[config.mk]
export PLATFORM = sky130hd
export DESIGN_NAME = multichannel_autorange_scaler_unit_flat
export DESIGN_NICKNAME = d
export VERILOG_FILES = /design/src/hdl/scl_pkg.sv /design/src/hdl/scl_if.sv /design/src/hdl/multichannel_autorange_scaler_unit.sv /design/src/hdl/scl_cfg.sv /design/src/hdl/scl_lane.sv /design/src/hdl/scl_merge.sv /design/src/flat_wrapper.sv
export SDC_FILE = /design/constraint.sdc
export NUM_CORES = 2
export LEC_CHECK = 0
export ABC_AREA = 1
export BUFFER_PORTS_ARGS = -buffer_cell sky130_fd_sc_hd__buf_2
export CAP_MARGIN = 0
export CORE_MARGIN = 4
export CORE_UTILIZATION = 35
export CTS_CLUSTER_DIAMETER = 30
export DETAILED_ROUTE_END_ITERATION = 8
export PLACE_DENSITY = 0.47
export SYNTH_ARGS = -nofsm -noshare
export SYNTH_HDL_FRONTEND = slang
export SYNTH_SLANG_ARGS = --single-unit
[constraint.sdc]
create_clock -name clk -period 8.1 [get_ports clk]
set_input_delay 1.62 -clock clk [delete_from_list [all_inputs] [get_ports clk]]
set_output_delay 1.62 -clock clk [all_outputs]
set_load 0.03 [all_outputs]
[src/hdl/scl_pkg.sv]
package scl_pkg;

  localparam int CHANNELS_DEF    = 4;
  localparam int SAMPLE_BITS_DEF = 16;
  localparam int DELAY_BITS      = 16;
  localparam int DATA_BITS       = 32;
  localparam int REG_COUNT       = 4;
  localparam int ADDR_BITS       = $clog2(REG_COUNT * 4);
  localparam int REG_IDX_BITS    = $clog2(REG_COUNT);

  // Item kinds
  localparam logic [1:0] KIND_SAMPLE   = 2'd0;
  localparam logic [1:0] KIND_ARM      = 2'd1;
  localparam logic [1:0] KIND_TRK_RST  = 2'd2;
  localparam logic [1:0] KIND_HELD_CLR = 2'd3;

  // Register indexes
  localparam logic [REG_IDX_BITS-1:0] REG_TMIN    = REG_IDX_BITS'(0);
  localparam logic [REG_IDX_BITS-1:0] REG_TMAX    = REG_IDX_BITS'(1);
  localparam logic [REG_IDX_BITS-1:0] REG_TIED    = REG_IDX_BITS'(2);
  localparam logic [REG_IDX_BITS-1:0] REG_LATCHED = REG_IDX_BITS'(3);

  typedef struct packed {
    logic tied;
    logic latched;
  } scl_mode_t;

  typedef struct packed {
    logic track;
    logic trk_clr;
    logic held_clr;
    logic calc;
    logic offs;
    logic fire;
  } scl_lane_ctl_t;

endpackage

[src/hdl/scl_if.sv]
interface scl_in_if #(
  parameter int CHANNELS    = scl_pkg::CHANNELS_DEF,
  parameter int SAMPLE_BITS = scl_pkg::SAMPLE_BITS_DEF
);
  import scl_pkg::*;

  logic                                   valid;
  logic                                   ready;
  logic [1:0]                             kind;
  logic [CHANNELS-1:0][SAMPLE_BITS-1:0]   sample;
  logic [DELAY_BITS-1:0]                  latch_delay;

  modport source (output valid, kind, sample, latch_delay, input ready);
  modport sink   (input valid, kind, sample, latch_delay, output ready);
endinterface

interface scl_out_if #(
  parameter int CHANNELS    = scl_pkg::CHANNELS_DEF,
  parameter int SAMPLE_BITS = scl_pkg::SAMPLE_BITS_DEF
);
  logic                                   valid;
  logic                                   ready;
  logic [CHANNELS-1:0][SAMPLE_BITS-1:0]   scaled;
  logic                                   range_armed;

  modport source (output valid, scaled, range_armed, input ready);
  modport sink   (input valid, scaled, range_armed, output ready);
endinterface

[src/hdl/multichannel_autorange_scaler_unit.sv]
// Channel   Direction  Handshake        Beat contents
// in_ch     in         valid/ready      kind, sample per channel, latch_delay
// out_ch    out        valid/ready      scaled sample per channel, range_armed
// cfg (APB) in         psel/penable     target_min, target_max, tied_shift, held_select
//
// A sample item passes through these steps: tracking and countdown on accept, shift search,
// offset and group-shift merge, then scaling into the output register.
// A control item skips to the output step. in_ch.ready is high only between items.
// The output register lets the next item enter while a result waits; a stalled
// out_ch holds the block in its last step. Reset (rst_n low, synchronous) clears
// tracking, held values, countdown, state, output valid and configuration registers.
module multichannel_autorange_scaler_unit #(
  parameter int CHANNELS    = scl_pkg::CHANNELS_DEF,
  parameter int SAMPLE_BITS = scl_pkg::SAMPLE_BITS_DEF
) (
  input  logic                          clk,
  input  logic                          rst_n,
  scl_in_if.sink                        in_ch,
  scl_out_if.source                     out_ch,
  input  logic                          psel,
  input  logic                          penable,
  input  logic                          pwrite,
  input  logic [scl_pkg::ADDR_BITS-1:0] paddr,
  input  logic [scl_pkg::DATA_BITS-1:0] pwdata,
  output logic [scl_pkg::DATA_BITS-1:0] prdata,
  output logic                          pready
);
  import scl_pkg::*;

  localparam int SHW = $clog2(SAMPLE_BITS);

  localparam logic [1:0] ST_IDLE  = 2'd0;
  localparam logic [1:0] ST_CALC  = 2'd1;
  localparam logic [1:0] ST_OFFS  = 2'd2;
  localparam logic [1:0] ST_FINAL = 2'd3;

  logic [1:0]            state_r, state_nxt;
  logic                  cd_on_r, cd_on_nxt;
  logic [DELAY_BITS-1:0] cd_left_r, cd_left_nxt;
  logic                  fire_r, fire_nxt;
  logic                  armed_r;
  logic                  ctl_item_r;
  logic                  out_valid_r;
  logic [CHANNELS-1:0][SAMPLE_BITS-1:0] scaled_r;
  logic                  range_r;

  logic                  acc;
  logic                  out_free;
  logic                  emit;
  scl_mode_t             mode;
  scl_lane_ctl_t         lane_ctl;
  logic signed [SAMPLE_BITS-1:0] mid_want;
  logic signed [SAMPLE_BITS-1:0] half_want;
  logic [SHW-1:0]        group;
  logic [SHW-1:0]        sel_sh_nxt [CHANNELS];
  logic [SAMPLE_BITS-1:0] lane_out  [CHANNELS];

  scl_cfg #(.SAMPLE_BITS(SAMPLE_BITS)) u_cfg (
    .clk         (clk),
    .rst_n       (rst_n),
    .psel        (psel),
    .penable     (penable),
    .pwrite      (pwrite),
    .paddr       (paddr),
    .pwdata      (pwdata),
    .prdata      (prdata),
    .pready      (pready),
    .mode_o      (mode),
    .mid_want_o  (mid_want),
    .half_want_o (half_want)
  );

  assign in_ch.ready = (state_r == ST_IDLE);
  assign acc         = in_ch.valid && in_ch.ready;
  assign out_free    = !out_valid_r || out_ch.ready;
  assign emit        = (state_r == ST_FINAL) && out_free;

  assign lane_ctl.track    = acc && (in_ch.kind == KIND_SAMPLE);
  assign lane_ctl.trk_clr  = acc && (in_ch.kind == KIND_TRK_RST);
  assign lane_ctl.held_clr = acc && (in_ch.kind == KIND_HELD_CLR);
  assign lane_ctl.calc     = (state_r == ST_CALC);
  assign lane_ctl.offs     = (state_r == ST_OFFS);
  assign lane_ctl.fire     = fire_r;

  for (genvar c = 0; c < CHANNELS; c++) begin : g_lane
    scl_lane #(.SAMPLE_BITS(SAMPLE_BITS), .SHW(SHW)) u_lane (
      .clk          (clk),
      .rst_n        (rst_n),
      .ctl_i        (lane_ctl),
      .mode_i       (mode),
      .smp_i        ($signed(in_ch.sample[c])),
      .mid_want_i   (mid_want),
      .half_want_i  (half_want),
      .group_i      (group),
      .sel_sh_nxt_o (sel_sh_nxt[c]),
      .out_o        (lane_out[c])
    );
  end

  scl_merge #(.CHANNELS(CHANNELS), .SHW(SHW)) u_merge (
    .clk     (clk),
    .en_i    (lane_ctl.offs),
    .sh_i    (sel_sh_nxt),
    .group_o (group)
  );

  always_comb begin
    state_nxt = state_r;
    case (state_r)
      ST_IDLE: begin
        if (acc) state_nxt = (in_ch.kind == KIND_SAMPLE) ? ST_CALC : ST_FINAL;
      end
      ST_CALC:  state_nxt = ST_OFFS;
      ST_OFFS:  state_nxt = ST_FINAL;
      ST_FINAL: begin
        if (out_free) state_nxt = ST_IDLE;
      end
      default:  state_nxt = ST_IDLE;
    endcase
  end

  // Countdown: a sample ticks it down, and at zero it disarms and fires the copy
  always_comb begin
    cd_on_nxt   = cd_on_r;
    cd_left_nxt = cd_left_r;
    fire_nxt    = fire_r;
    if (acc) begin
      fire_nxt = 1'b0;
      case (in_ch.kind)
        KIND_SAMPLE: begin
          if (cd_on_r) begin
            if (cd_left_r != '0) begin
              cd_left_nxt = cd_left_r - 1'b1;
            end else begin
              cd_on_nxt = 1'b0;
              fire_nxt  = 1'b1;
            end
          end
        end
        KIND_ARM: begin
          cd_on_nxt   = 1'b1;
          cd_left_nxt = in_ch.latch_delay;
        end
        default: ;
      endcase
    end
  end

  always_ff @(posedge clk) begin
    if (!rst_n) begin
      state_r     <= ST_IDLE;
      cd_on_r     <= 1'b0;
      cd_left_r   <= '0;
      fire_r      <= 1'b0;
      out_valid_r <= 1'b0;
    end else begin
      state_r   <= state_nxt;
      cd_on_r   <= cd_on_nxt;
      cd_left_r <= cd_left_nxt;
      fire_r    <= fire_nxt;
      if (emit) begin
        out_valid_r <= 1'b1;
      end else if (out_ch.ready) begin
        out_valid_r <= 1'b0;
      end
    end
  end

  always_ff @(posedge clk) begin
    if (acc) begin
      armed_r    <= cd_on_nxt;
      ctl_item_r <= (in_ch.kind != KIND_SAMPLE);
    end
    if (emit) begin
      range_r <= armed_r;
      for (int c = 0; c < CHANNELS; c++) begin
        scaled_r[c] <= ctl_item_r ? '0 : lane_out[c];
      end
    end
  end

  assign out_ch.valid       = out_valid_r;
  assign out_ch.scaled      = scaled_r;
  assign out_ch.range_armed = range_r;

endmodule

[src/hdl/scl_cfg.sv]
module scl_cfg #(
  parameter int SAMPLE_BITS = scl_pkg::SAMPLE_BITS_DEF
) (
  input  logic                           clk,
  input  logic                           rst_n,
  input  logic                           psel,
  input  logic                           penable,
  input  logic                           pwrite,
  input  logic [scl_pkg::ADDR_BITS-1:0]  paddr,
  input  logic [scl_pkg::DATA_BITS-1:0]  pwdata,
  output logic [scl_pkg::DATA_BITS-1:0]  prdata,
  output logic                           pready,
  output scl_pkg::scl_mode_t             mode_o,
  output logic signed [SAMPLE_BITS-1:0]  mid_want_o,
  output logic signed [SAMPLE_BITS-1:0]  half_want_o
);
  import scl_pkg::*;

  logic signed [SAMPLE_BITS-1:0] tmin_r;
  logic signed [SAMPLE_BITS-1:0] tmax_r;
  logic                          tied_r;
  logic                          latched_r;
  logic [REG_IDX_BITS-1:0]       idx;
  logic                          wr;
  logic signed [SAMPLE_BITS-1:0] ta;
  logic signed [SAMPLE_BITS-1:0] tb_raw;
  logic signed [SAMPLE_BITS-1:0] tb;

  assign pready = 1'b1;
  assign idx    = paddr[ADDR_BITS-1:2];
  assign wr     = psel && penable && pwrite && pready;

  always_ff @(posedge clk) begin
    if (!rst_n) begin
      tmin_r    <= {1'b1, {(SAMPLE_BITS-1){1'b0}}};
      tmax_r    <= {1'b0, {(SAMPLE_BITS-1){1'b1}}};
      tied_r    <= 1'b0;
      latched_r <= 1'b0;
    end else if (wr) begin
      case (idx)
        REG_TMIN:    tmin_r    <= pwdata[SAMPLE_BITS-1:0];
        REG_TMAX:    tmax_r    <= pwdata[SAMPLE_BITS-1:0];
        REG_TIED:    tied_r    <= pwdata[0];
        REG_LATCHED: latched_r <= pwdata[0];
        default: ;
      endcase
    end
  end

  always_comb begin
    case (idx)
      REG_TMIN:    prdata = DATA_BITS'($unsigned(tmin_r));
      REG_TMAX:    prdata = DATA_BITS'($unsigned(tmax_r));
      REG_TIED:    prdata = DATA_BITS'(tied_r);
      REG_LATCHED: prdata = DATA_BITS'(latched_r);
      default:     prdata = '0;
    endcase
  end

  // Target halves; raise the upper half to the lower one when inverted
  assign ta          = tmin_r >>> 1;
  assign tb_raw      = tmax_r >>> 1;
  assign tb          = (tb_raw < ta) ? ta : tb_raw;
  assign mid_want_o  = ta + tb;
  assign half_want_o = tb - ta;

  assign mode_o.tied    = tied_r;
  assign mode_o.latched = latched_r;

endmodule

[src/hdl/scl_lane.sv]
module scl_lane #(
  parameter int SAMPLE_BITS = scl_pkg::SAMPLE_BITS_DEF,
  parameter int SHW         = $clog2(SAMPLE_BITS)
) (
  input  logic                          clk,
  input  logic                          rst_n,
  input  scl_pkg::scl_lane_ctl_t        ctl_i,
  input  scl_pkg::scl_mode_t            mode_i,
  input  logic signed [SAMPLE_BITS-1:0] smp_i,
  input  logic signed [SAMPLE_BITS-1:0] mid_want_i,
  input  logic signed [SAMPLE_BITS-1:0] half_want_i,
  input  logic [SHW-1:0]                group_i,
  output logic [SHW-1:0]                sel_sh_nxt_o,
  output logic [SAMPLE_BITS-1:0]        out_o
);
  import scl_pkg::*;

  localparam logic signed [SAMPLE_BITS-1:0] SMP_MAX = {1'b0, {(SAMPLE_BITS-1){1'b1}}};
  localparam logic signed [SAMPLE_BITS-1:0] SMP_MIN = {1'b1, {(SAMPLE_BITS-1){1'b0}}};

  logic signed [SAMPLE_BITS-1:0] min_r;
  logic signed [SAMPLE_BITS-1:0] max_r;
  logic [SHW-1:0]                held_sh_r;
  logic signed [SAMPLE_BITS-1:0] held_off_r;
  logic signed [SAMPLE_BITS-1:0] smp_r;
  logic [SHW-1:0]                run_sh_r;
  logic signed [SAMPLE_BITS-1:0] mid_r;
  logic signed [SAMPLE_BITS-1:0] run_off_r;

  logic signed [SAMPLE_BITS-1:0] hi;
  logic signed [SAMPLE_BITS-1:0] a;
  logic signed [SAMPLE_BITS-1:0] b;
  logic signed [SAMPLE_BITS-1:0] mid_nxt;
  logic [SAMPLE_BITS-1:0]        half;
  logic [SAMPLE_BITS-1:0]        fits;
  logic [SHW-1:0]                run_sh_nxt;
  logic signed [SAMPLE_BITS-1:0] run_off_nxt;
  logic [SHW-1:0]                sel_sh;
  logic [SHW-1:0]                use_sh;
  logic signed [SAMPLE_BITS-1:0] sel_off;

  always_ff @(posedge clk) begin
    if (!rst_n) begin
      min_r      <= SMP_MAX;
      max_r      <= SMP_MIN;
      held_sh_r  <= '0;
      held_off_r <= '0;
    end else begin
      if (ctl_i.trk_clr) begin
        min_r <= SMP_MAX;
        max_r <= SMP_MIN;
      end else if (ctl_i.track) begin
        if (smp_i < min_r) min_r <= smp_i;
        if (smp_i > max_r) max_r <= smp_i;
      end
      if (ctl_i.held_clr) begin
        held_sh_r  <= '0;
        held_off_r <= '0;
      end else if (ctl_i.offs && ctl_i.fire) begin
        held_sh_r  <= run_sh_r;
        held_off_r <= run_off_nxt;
      end
    end
  end

  always_ff @(posedge clk) begin
    if (ctl_i.track) smp_r <= smp_i;
    if (ctl_i.calc) begin
      run_sh_r <= run_sh_nxt;
      mid_r    <= mid_nxt;
    end
    if (ctl_i.offs) run_off_r <= run_off_nxt;
  end

  // Span of the tracked range; an empty range collapses to zero span
  assign hi      = (max_r < min_r) ? min_r : max_r;
  assign a       = min_r >>> 1;
  assign b       = hi >>> 1;
  assign mid_nxt = a + b;
  assign half    = $unsigned(b - a);

  // Every candidate shift is tested at once; take the smallest that fits
  always_comb begin
    for (int s = 0; s < SAMPLE_BITS; s++) begin
      fits[s] = (half >> s) <= $unsigned(half_want_i);
    end
    run_sh_nxt = '0;
    for (int s = SAMPLE_BITS - 1; s >= 0; s--) begin
      if (fits[s]) run_sh_nxt = SHW'(s);
    end
  end

  assign run_off_nxt = mid_want_i - (mid_r >>> run_sh_r);

  assign sel_sh_nxt_o = (mode_i.latched && !ctl_i.fire) ? held_sh_r : run_sh_r;

  assign sel_sh  = mode_i.latched ? held_sh_r : run_sh_r;
  assign sel_off = mode_i.latched ? held_off_r : run_off_r;
  assign use_sh  = mode_i.tied ? group_i : sel_sh;
  assign out_o   = $unsigned((smp_r >>> use_sh) + sel_off);

endmodule

[src/hdl/scl_merge.sv]
module scl_merge #(
  parameter int CHANNELS = scl_pkg::CHANNELS_DEF,
  parameter int SHW      = $clog2(scl_pkg::SAMPLE_BITS_DEF)
) (
  input  logic           clk,
  input  logic           en_i,
  input  logic [SHW-1:0] sh_i [CHANNELS],
  output logic [SHW-1:0] group_o
);
  import scl_pkg::*;

  logic [SHW-1:0] group_r;
  logic [SHW-1:0] group_nxt;

  always_comb begin
    group_nxt = '0;
    for (int c = 0; c < CHANNELS; c++) begin
      if (sh_i[c] > group_nxt) group_nxt = sh_i[c];
    end
  end

  always_ff @(posedge clk) begin
    if (en_i) group_r <= group_nxt;
  end

  assign group_o = group_r;

endmodule

[src/flat_wrapper.sv]
// flat-port wrapper written by rule: the top's interface ports become plain ports
module multichannel_autorange_scaler_unit_flat import scl_pkg::*;
#(
  parameter int CHANNELS    = scl_pkg::CHANNELS_DEF,
  parameter int SAMPLE_BITS = scl_pkg::SAMPLE_BITS_DEF
)
  (clk, rst_n, psel, penable, pwrite, paddr, pwdata, prdata, pready, in_ch_valid, in_ch_kind, in_ch_sample, in_ch_latch_delay, in_ch_ready, out_ch_valid, out_ch_scaled, out_ch_range_armed, out_ch_ready);
  scl_in_if #(.CHANNELS(CHANNELS), .SAMPLE_BITS(SAMPLE_BITS)) in_ch_i ();
  scl_out_if #(.CHANNELS(CHANNELS), .SAMPLE_BITS(SAMPLE_BITS)) out_ch_i ();
  input  logic clk;
  input  logic rst_n;
  input  logic psel;
  input  logic penable;
  input  logic pwrite;
  input  logic [scl_pkg::ADDR_BITS-1:0] paddr;
  input  logic [scl_pkg::DATA_BITS-1:0] pwdata;
  output logic [scl_pkg::DATA_BITS-1:0] prdata;
  output logic pready;
  input wire logic [$bits(in_ch_i.valid)-1:0] in_ch_valid;
  input wire logic [$bits(in_ch_i.kind)-1:0] in_ch_kind;
  input wire logic [$bits(in_ch_i.sample)-1:0] in_ch_sample;
  input wire logic [$bits(in_ch_i.latch_delay)-1:0] in_ch_latch_delay;
  output wire logic [$bits(in_ch_i.ready)-1:0] in_ch_ready;
  output wire logic [$bits(out_ch_i.valid)-1:0] out_ch_valid;
  output wire logic [$bits(out_ch_i.scaled)-1:0] out_ch_scaled;
  output wire logic [$bits(out_ch_i.range_armed)-1:0] out_ch_range_armed;
  input wire logic [$bits(out_ch_i.ready)-1:0] out_ch_ready;
  assign in_ch_i.valid = in_ch_valid;
  assign in_ch_i.kind = in_ch_kind;
  assign in_ch_i.sample = in_ch_sample;
  assign in_ch_i.latch_delay = in_ch_latch_delay;
  assign in_ch_ready = in_ch_i.ready;
  assign out_ch_valid = out_ch_i.valid;
  assign out_ch_scaled = out_ch_i.scaled;
  assign out_ch_range_armed = out_ch_i.range_armed;
  assign out_ch_i.ready = out_ch_ready;
  multichannel_autorange_scaler_unit #(.CHANNELS(CHANNELS), .SAMPLE_BITS(SAMPLE_BITS)) u_core (.clk(clk), .rst_n(rst_n), .in_ch(in_ch_i), .out_ch(out_ch_i), .psel(psel), .penable(penable), .pwrite(pwrite), .paddr(paddr), .pwdata(pwdata), .prdata(prdata), .pready(pready));
endmodule
# == Word level (Yosys, flattened, before mapping) ==
# Index checks and enable logic that the tools add are counted.
# word_totals
ff_bits,542
latchBits,0
mem_bits_rw,0
mem_bits_ro,0
inputBits,125
out_inout_bits,100
word_cells,332
n_memories,0
# op_classes
add_sub_neg,19
mul,0
n_div,0
n_lt_le_gt_ge,81
eq_ne,13
shifts,8
mux,102
bitwise,1
reduce_logical,47
# ops
op,count
$mux 4,48
$mux 16,11
$lt 16x16->1,8
$pmux 32 s4,1
$sshr 16x4->16,8
$add 15x15->16,4
$add 16x16->16,4
$gt 16x16->1,4
$le 1x16->1,4
$le 10x16->1,4
$le 11x16->1,4
$le 12x16->1,4
$le 13x16->1,4
$le 14x16->1,4
$le 15x16->1,4
$le 16x16->1,4
$le 2x16->1,4
$le 3x16->1,4
$le 4x16->1,4
$le 5x16->1,4
$le 6x16->1,4
$le 7x16->1,4
$le 8x16->1,4
$le 9x16->1,4
other kinds (30),119

# == Longest topological paths before layout ==
# logic_depth
word_depth,19
ltp_mapped,52
depth_no_buf,52

# == Modules after synthesis ==
# From an unflattened synthesis, not the netlist that was laid out.
# hier_totals
cells_unflattened,7962
area_unflattened_um2,57637.8
# modules_own_cells
mod,instances,cells_each,area_per_inst_um2,seq_area_each_um2
scl_lane (u_core.g_lane[0].u_lane),1,1717,12374.4,2602.5
scl_lane (u_core.g_lane[2].u_lane),1,1702,12283.0,2602.5
scl_lane (u_core.g_lane[3].u_lane),1,1670,12245.5,2602.5
scl_lane (u_core.g_lane[1].u_lane),1,1702,12234.2,2602.5
multichannel_autorange_scaler_unit,1,477,4062.6,2432.3
scl_cfg,1,603,3762.4,680.7
scl_merge,1,91,675.6,120.1

# == Worst setup path before layout ==
# No wires, ideal clock.
# synth_timing
kind,reg-to-reg
start,register u_core.u_cfg.tmin_r[3]
end,register u_core.g_lane[0].u_lane.run_sh_r[0] (data pin)
setup_time_ps,268
arrival_ps,7198
required_time_ps,7832
setup_slack_ps,634
path_stages_with_launch,30
path_buffers,2
path_cell_list,dfxtp_1 > inv_1 > ha_1 > a21oi_1 > nand2_1 > nand4_1 > o211ai_1 > a21oi_1 > o2111ai_1 > xnor2_1 > clkbuf_1 > o21ai_0 > ha_1 > buf_4 > xnor2_1 > nand2_1 > nor2_1 > nand2_1 > a21oi_1 > o31ai_1 > nand2_1 > nand2_1 > nand2_1 > nand2_1 > nand2_1 > nand2_1 > nand2_1 > nand2_1 > a21oi_1 > nor2_1
# synth_via
elab_chain_len,19
# synth_rtl
item,line_no,source
from (decl),scl_cfg.sv:19,logic signed [SAMPLE_BITS-1:0] tmin_r;
from (signal assigned),scl_cfg.sv:35,"tmin_r <= {1'b1, {(SAMPLE_BITS-1){1'b0}}};"
from (signal assigned),scl_cfg.sv:41,REG_TMIN: tmin_r <= pwdata[SAMPLE_BITS-1:0];
$lt 15x15->1,scl_cfg.sv:63,assign tb = (tb_raw < ta) ? ta : tb_raw;
$mux 16,scl_cfg.sv:63,
$sub 16x15->16 *,scl_cfg.sv:65,assign half_want_o = tb - ta;
$le 1x16->1,scl_lane.sv:85,fits[s] = (half >> s) <= $unsigned(half_want_i);
$mux 4 (8 in a row),scl_lane.sv:89,if (fits[s]) run_sh_nxt = SHW'(s);
$mux 3 (4 in a row),scl_lane.sv:89,
$mux 2 (2 in a row),scl_lane.sv:89,
$mux 1,scl_lane.sv:89,
to (signal assigned),scl_lane.sv:69,run_sh_r <= run_sh_nxt;
to (decl),scl_lane.sv:26,logic [SHW-1:0] run_sh_r;
# Every way passes the cells marked *; elsewhere a longest branch is shown, timed or not.
# A chain may end at the register's enable or synchronous reset.

# == Worst setup path after layout ==
# layout_timing
start,register u_core.g_lane[2].u_lane.min_r[1]
end,register u_core.g_lane[2].u_lane.run_sh_r[2] (data pin)
# layout_via
elab_chain_len,16
# layout_rtl
item,line_no,source
from (decl),scl_lane.sv:21,logic signed [SAMPLE_BITS-1:0] min_r;
from (signal assigned),scl_lane.sv:53,if (smp_i < min_r) min_r <= smp_i;
$lt 16x16->1,scl_lane.sv:76,assign hi = (max_r < min_r) ? min_r : max_r;
$mux 16,scl_lane.sv:76,
$sub 15x15->16 *,scl_lane.sv:80,assign half = $unsigned(b - a);
$le 1x16->1,scl_lane.sv:85,
$mux 4 (8 in a row),scl_lane.sv:89,
$mux 3 (4 in a row),scl_lane.sv:89,
to (signal assigned),scl_lane.sv:69,
to (decl),scl_lane.sv:26,
# Marks and branches as above.

==> metrics.txt <==
# TYPE chip_impl_metric gauge
chip_impl_metric{name="power.ir.vdd_worst",unit="V"} 0.000250
chip_impl_info{name="crit-reg2reg-capture",value="u_core.g_lane[2].u_lane.run_sh_r[2]$_SDFFCE_PP0N_"} 1
chip_impl_metric{name="dieWidth",unit="µm"} 403
chip_impl_metric{name="synthDominantCellAreaShare",unit="%"} 23.5
chip_impl_info{name="ctsRootBufferMaster",value="sky130_fd_sc_hd__clkbuf_16"} 1
chip_impl_info{name="timing.rr.start",value="u_core.g_lane[2].u_lane.min_r[1]$_SDFFE_PP1P_"} 1
chip_impl_metric{name="fin_hold_ws",unit="ns"} 0.413
chip_impl_info{name="outcome",value="complete, no violations"} 1
chip_impl_metric{name="flow.area_growth_from_synthesis",unit="%"} 18.3
chip_impl_metric{name="first_pass_iters",unit=""} 6
chip_impl_metric{name="deepest_level_of_the_cts_h_tree",unit=""} 4
chip_impl_metric{name="setup_clock_skew_after_layout",unit="ns"} 0.0723
chip_impl_metric{name="static-leakage-power",unit="nW"} 31.4
chip_impl_metric{name="tns",unit="ns"} 0
chip_impl_metric{name="reg2reg_slack",unit="ns"} 0.74
chip_impl_metric{name="drt_iter0_markers",unit=""} 3431
chip_impl_metric{name="post-route-period-util",unit="%"} 90.9
chip_impl_metric{name="grt_pass1_vias",unit=""} 48865
chip_impl_metric{name="power-per-cell-area",unit="nW/µm²"} 474
chip_impl_metric{name="cts_hold_buf",unit=""} 0
chip_impl_info{name="cp-endpoint",value="u_core.g_lane[2].u_lane.run_sh_r[2]$_SDFFCE_PP0N_"} 1
chip_impl_metric{name="worst-endpoint-arrival",unit="ns"} 7.85
chip_impl_metric{name="finalNetCount",unit=""} 8857
chip_impl_metric{name="vias_per_cell",unit=""} 5.20
chip_impl_metric{name="comb_power_share",unit="%"} 64.6
chip_impl_metric{name="cts_sinks",unit=""} 542
chip_impl_metric{name="gp_congestion",unit=""} 0.895
chip_impl_info{name="setup.worst_path.start",value="u_core.g_lane[2].u_lane.min_r[1]$_SDFFE_PP1P_"} 1
chip_impl_info{name="postSynth.topFlopCell",value="sky130_fd_sc_hd__edfxtp_1"} 1
chip_impl_info{name="synth_top_cell_by_area",value="sky130_fd_sc_hd__ha_1"} 1
chip_impl_metric{name="drive_above_1_share",unit="%"} 8.96
chip_impl_metric{name="crit_path_max_incr_delay",unit="ns"} 0.38
chip_impl_metric{name="final_max_slew_viol_count",unit=""} 0
chip_impl_metric{name="synth-async-reset-ratio",unit="%"} 0
chip_impl_metric{name="wl_per_cell",unit="µm"} 19.1
chip_impl_info{name="cp_launch_type",value="register"} 1
chip_impl_info{name="rsz_0062_raised_after_global_routing",value="no"} 1
chip_impl_metric{name="synth_cell_type_count",unit=""} 70
chip_impl_metric{name="route.detailed.drc",unit=""} 0
chip_impl_metric{name="min_tclk_post_route",unit="ns"} 7.36
chip_impl_metric{name="r2r_cells",unit=""} 45
chip_impl_metric{name="pwr-share-clk",unit="%"} 21.6
chip_impl_metric{name="cts_made_buffers",unit=""} 167
chip_impl_metric{name="final-seq-area",unit="µm²"} 13600
chip_impl_metric{name="count_of_fill_cells_added_during_filler_insertion",unit=""} 15829
chip_impl_metric{name="swShare",unit="%"} 49.9
chip_impl_metric{name="synthCells",unit=""} 7384
chip_impl_metric{name="worst-slew-pin-transition",unit="ns"} 1.12
chip_impl_metric{name="multi_input_comb_area",unit="µm²"} 36500
chip_impl_metric{name="placement.io_buffers",unit=""} 189
chip_impl_metric{name="cts.clk_slew.worst_paths",unit="ns"} 0.04
chip_impl_metric{name="rows",unit=""} 144
chip_impl_metric{name="syn_avg_cell_area",unit="µm²"} 7.39
chip_impl_metric{name="drtAntennaViolNets",unit=""} 0
chip_impl_metric{name="antenna_found_initial",unit=""} 8
chip_impl_metric{name="grt_overflow_total",unit=""} 0
chip_impl_metric{name="dieArea",unit="µm²"} 162000
chip_impl_metric{name="routed_wirelength",unit="µm"} 189000
chip_impl_metric{name="power.switching",unit="mW"} 15.3
chip_impl_metric{name="grtUsageTotal",unit="%"} 22.7
chip_impl_metric{name="io_pins",unit=""} 225
chip_impl_metric{name="ys_ff_latch",unit=""} 542
chip_impl_metric{name="clkLatencyLatePin",unit="ns"} 0.80
chip_impl_metric{name="worstPathRequired",unit="ns"} 8.59
chip_impl_info{name="yosysMostFrequentCell",value="sky130_fd_sc_hd__nand2_1"} 1
chip_impl_metric{name="detailedPlacementHpwl",unit="µm"} 145000
chip_impl_metric{name="highest_clock_rate",unit="GHz"} 0.136
chip_impl_metric{name="die_height",unit="µm"} 403
chip_impl_metric{name="grt_pass1_wl",unit="µm"} 289000
chip_impl_info{name="cts_tree",value="yes"} 1
chip_impl_metric{name="core",unit="µm²"} 154000
chip_impl_info{name="criticalPathCategory",value="register to register"} 1
chip_impl_metric{name="route.vias.total",unit=""} 51340
chip_impl_metric{name="floorplan.initialDensity",unit="%"} 35.3
chip_impl_metric{name="synth_area",unit="µm²"} 54500
chip_impl_metric{name="max_slew_margin",unit="%"} 25.5
chip_impl_metric{name="cts_buffer_depth",unit=""} 3
chip_impl_info{name="worst_setup_path_end_kind",value="register"} 1
chip_impl_metric{name="seq_area_frac_synth",unit="%"} 25.0
chip_impl_metric{name="largest_net_degree_at_the_start_of_global_routing",unit=""} 129
chip_impl_metric{name="count_of_final_hold_check_violations",unit=""} 0
chip_impl_info{name="synth_top_cells_by_count",value="sky130_fd_sc_hd__nand2_1 (1412), sky130_fd_sc_hd__ha_1 (1026), sky130_fd_sc_hd__inv_1 (972)"} 1
chip_impl_metric{name="timing.critical_path.fanout_max",unit=""} 8
chip_impl_info{name="path_common_cell",value="sky130_fd_sc_hd__nand2_1"} 1
chip_impl_metric{name="post_synth_edffs",unit=""} 279
chip_impl_metric{name="seq_power_share",unit="%"} 13.8
chip_impl_info{name="min_path_type",value="register to register"} 1
chip_impl_metric{name="final-setup-viol-count",unit=""} 0
chip_impl_metric{name="cap_viol_max_count",unit=""} 0
chip_impl_metric{name="power_report.internal_total",unit="mW"} 15.3
chip_impl_info{name="timing.critical_path.slowest_stage_cell",value="sky130_fd_sc_hd__dfxtp_1"} 1
chip_impl_metric{name="yosys_warnings",unit=""} 0
chip_impl_info{name="post_synth_main_area_contributors",value="sky130_fd_sc_hd__ha_1 (24%), sky130_fd_sc_hd__edfxtp_1 (15%), sky130_fd_sc_hd__nand2_1 (9.7%)"} 1
## per-layer routing
layer	global-route usage, %	wire length (µm)	part of all wire (%)
met3	3.04	8290	4.4
met2	36.4	83600	44
met5	0	0	0
met1	32.3	92600	49
met4	5.88	4140	2.2
## area by class of cell
class,instances,area share (%)
clock inverter,85,1.79
multi-input combinational,5645,56.6
antenna,2,0.00776
sequential,542,21.1
timing repair buffer,338,3.40
clock buffer,227,7.32
tap,2044,3.96
inverter,994,5.81
## flip-flops by register name, indices dropped and copies added, names as in the netlist, 2 cells and up
name and flops:
u_core.u_merge.group_o 4, u_core.g_lane.u_lane.smp_r 64, u_core.cd_left_r 16, u_core.state_r 2
u_core.g_lane.u_lane.run_sh_r 16, u_core.g_lane.u_lane.held_off_r 64, u_core.g_lane.u_lane.held_sh_r 16, u_core.u_cfg.tmax_r 16
u_core.g_lane.u_lane.max_r 64, u_core.g_lane.u_lane.min_r 64, u_core.out_ch.scaled 64, u_core.g_lane.u_lane.run_off_r 64
u_core.g_lane.u_lane.mid_r 64, u_core.u_cfg.tmin_r 16
## how the worst min path moves through the flow
stage                              from                                   to  slack [ns]  depth (start not counted)
2_1_floorplan  u_core.armed_r$_DFFE_PP_  u_core.out_ch.range_armed$_DFFE_PP_        0.40                          0
3_3_place_gp   u_core.armed_r$_DFFE_PP_  u_core.out_ch.range_armed$_DFFE_PP_        0.41                          0
3_5_place_dp   u_core.armed_r$_DFFE_PP_  u_core.out_ch.range_armed$_DFFE_PP_        0.41                          0
4_1_cts        u_core.armed_r$_DFFE_PP_  u_core.out_ch.range_armed$_DFFE_PP_        0.42                          0
5_1_grt        u_core.armed_r$_DFFE_PP_  u_core.out_ch.range_armed$_DFFE_PP_        0.42                          0
6_report       u_core.armed_r$_DFFE_PP_  u_core.out_ch.range_armed$_DFFE_PP_        0.41                          0
## per-stage QoR
stage          std cells  instance area [µm²]  worst slack [ns]  power, mW  utilization [%]
2_1_floorplan       7399                54600             0.634       17.8                -
3_3_place_gp        9556                58500             0.534       23.4             37.9
3_5_place_dp        9556                58500             0.305       23.8             37.9
4_1_cts             9868                64400             0.233       30.6             41.7
5_1_grt             9875                64500            0.0173       33.8             41.8
6_report            9877                64500             0.737       30.6             41.8
## cells by family (layout without fill, tap and decap cells)
kind of cell | after synthesis | after routing | synth area share, %
other | 2 | 19 | 0.0138
muxes | 31 | 31 | 0.571
xor gates and xnor gates | 181 | 181 | 2.91
AOI/OAI and AO/OA | 2119 | 2119 | 21.6
adders and majority gates | 1044 | 1044 | 24.2
buffers and inverters | 1212 | 1644 | 8.52
and+or+nand+nor | 2253 | 2253 | 17.1
DFF | 542 | 542 | 25.0
## critical path: cells and delay by family, from the launching register on
kind,cells,cell delay (ns)
and+or+nand+nor,16,1.36
DFF,1,0.38
AOI/OAI and AO/OA,19,3.05
adders and majority gates,3,0.95
xor gates and xnor gates,1,0.16
buffers and inverters,6,1.18
## power by group through the flow
stage                     Combinational, mW  Clock, mW  Sequential, mW
after floorplan                        13.6          0            4.19
after global placement                 19.1          0            4.26
after detailed placement               19.5          0            4.26
after CTS                              19.6       6.75            4.22
after global routing                   22.6       6.92            4.28
final                                  19.7       6.62            4.22
## repair_timing
action / 4_1_cts / 5_1_grt
gates resized for setup: 0 / 26
endpoints found under the setup margin: 0 / 16
buffers inserted: 0 / 5
## placed cells by master (no fill, tap or decap), drive strengths merged, types with 19 or more instances in the layout
master and count:
o21bai 74, clkbuf 227, nand2 1423, nor4 28, o21ai 826, o31ai 26, inv 984, and2 19
o211ai 102, o221ai 21, nand3 194, a31oi 35, a211oi 46, buf 338, a21o 24, a21oi 844
dfxtp 263, ha 1026, nor3 73, edfxtp 279, nand4 73, nor2 400, clkinv 71, or2 22
mux2i 30, xor2 167
No activity file was read; power rests on OpenSTA's default activity.
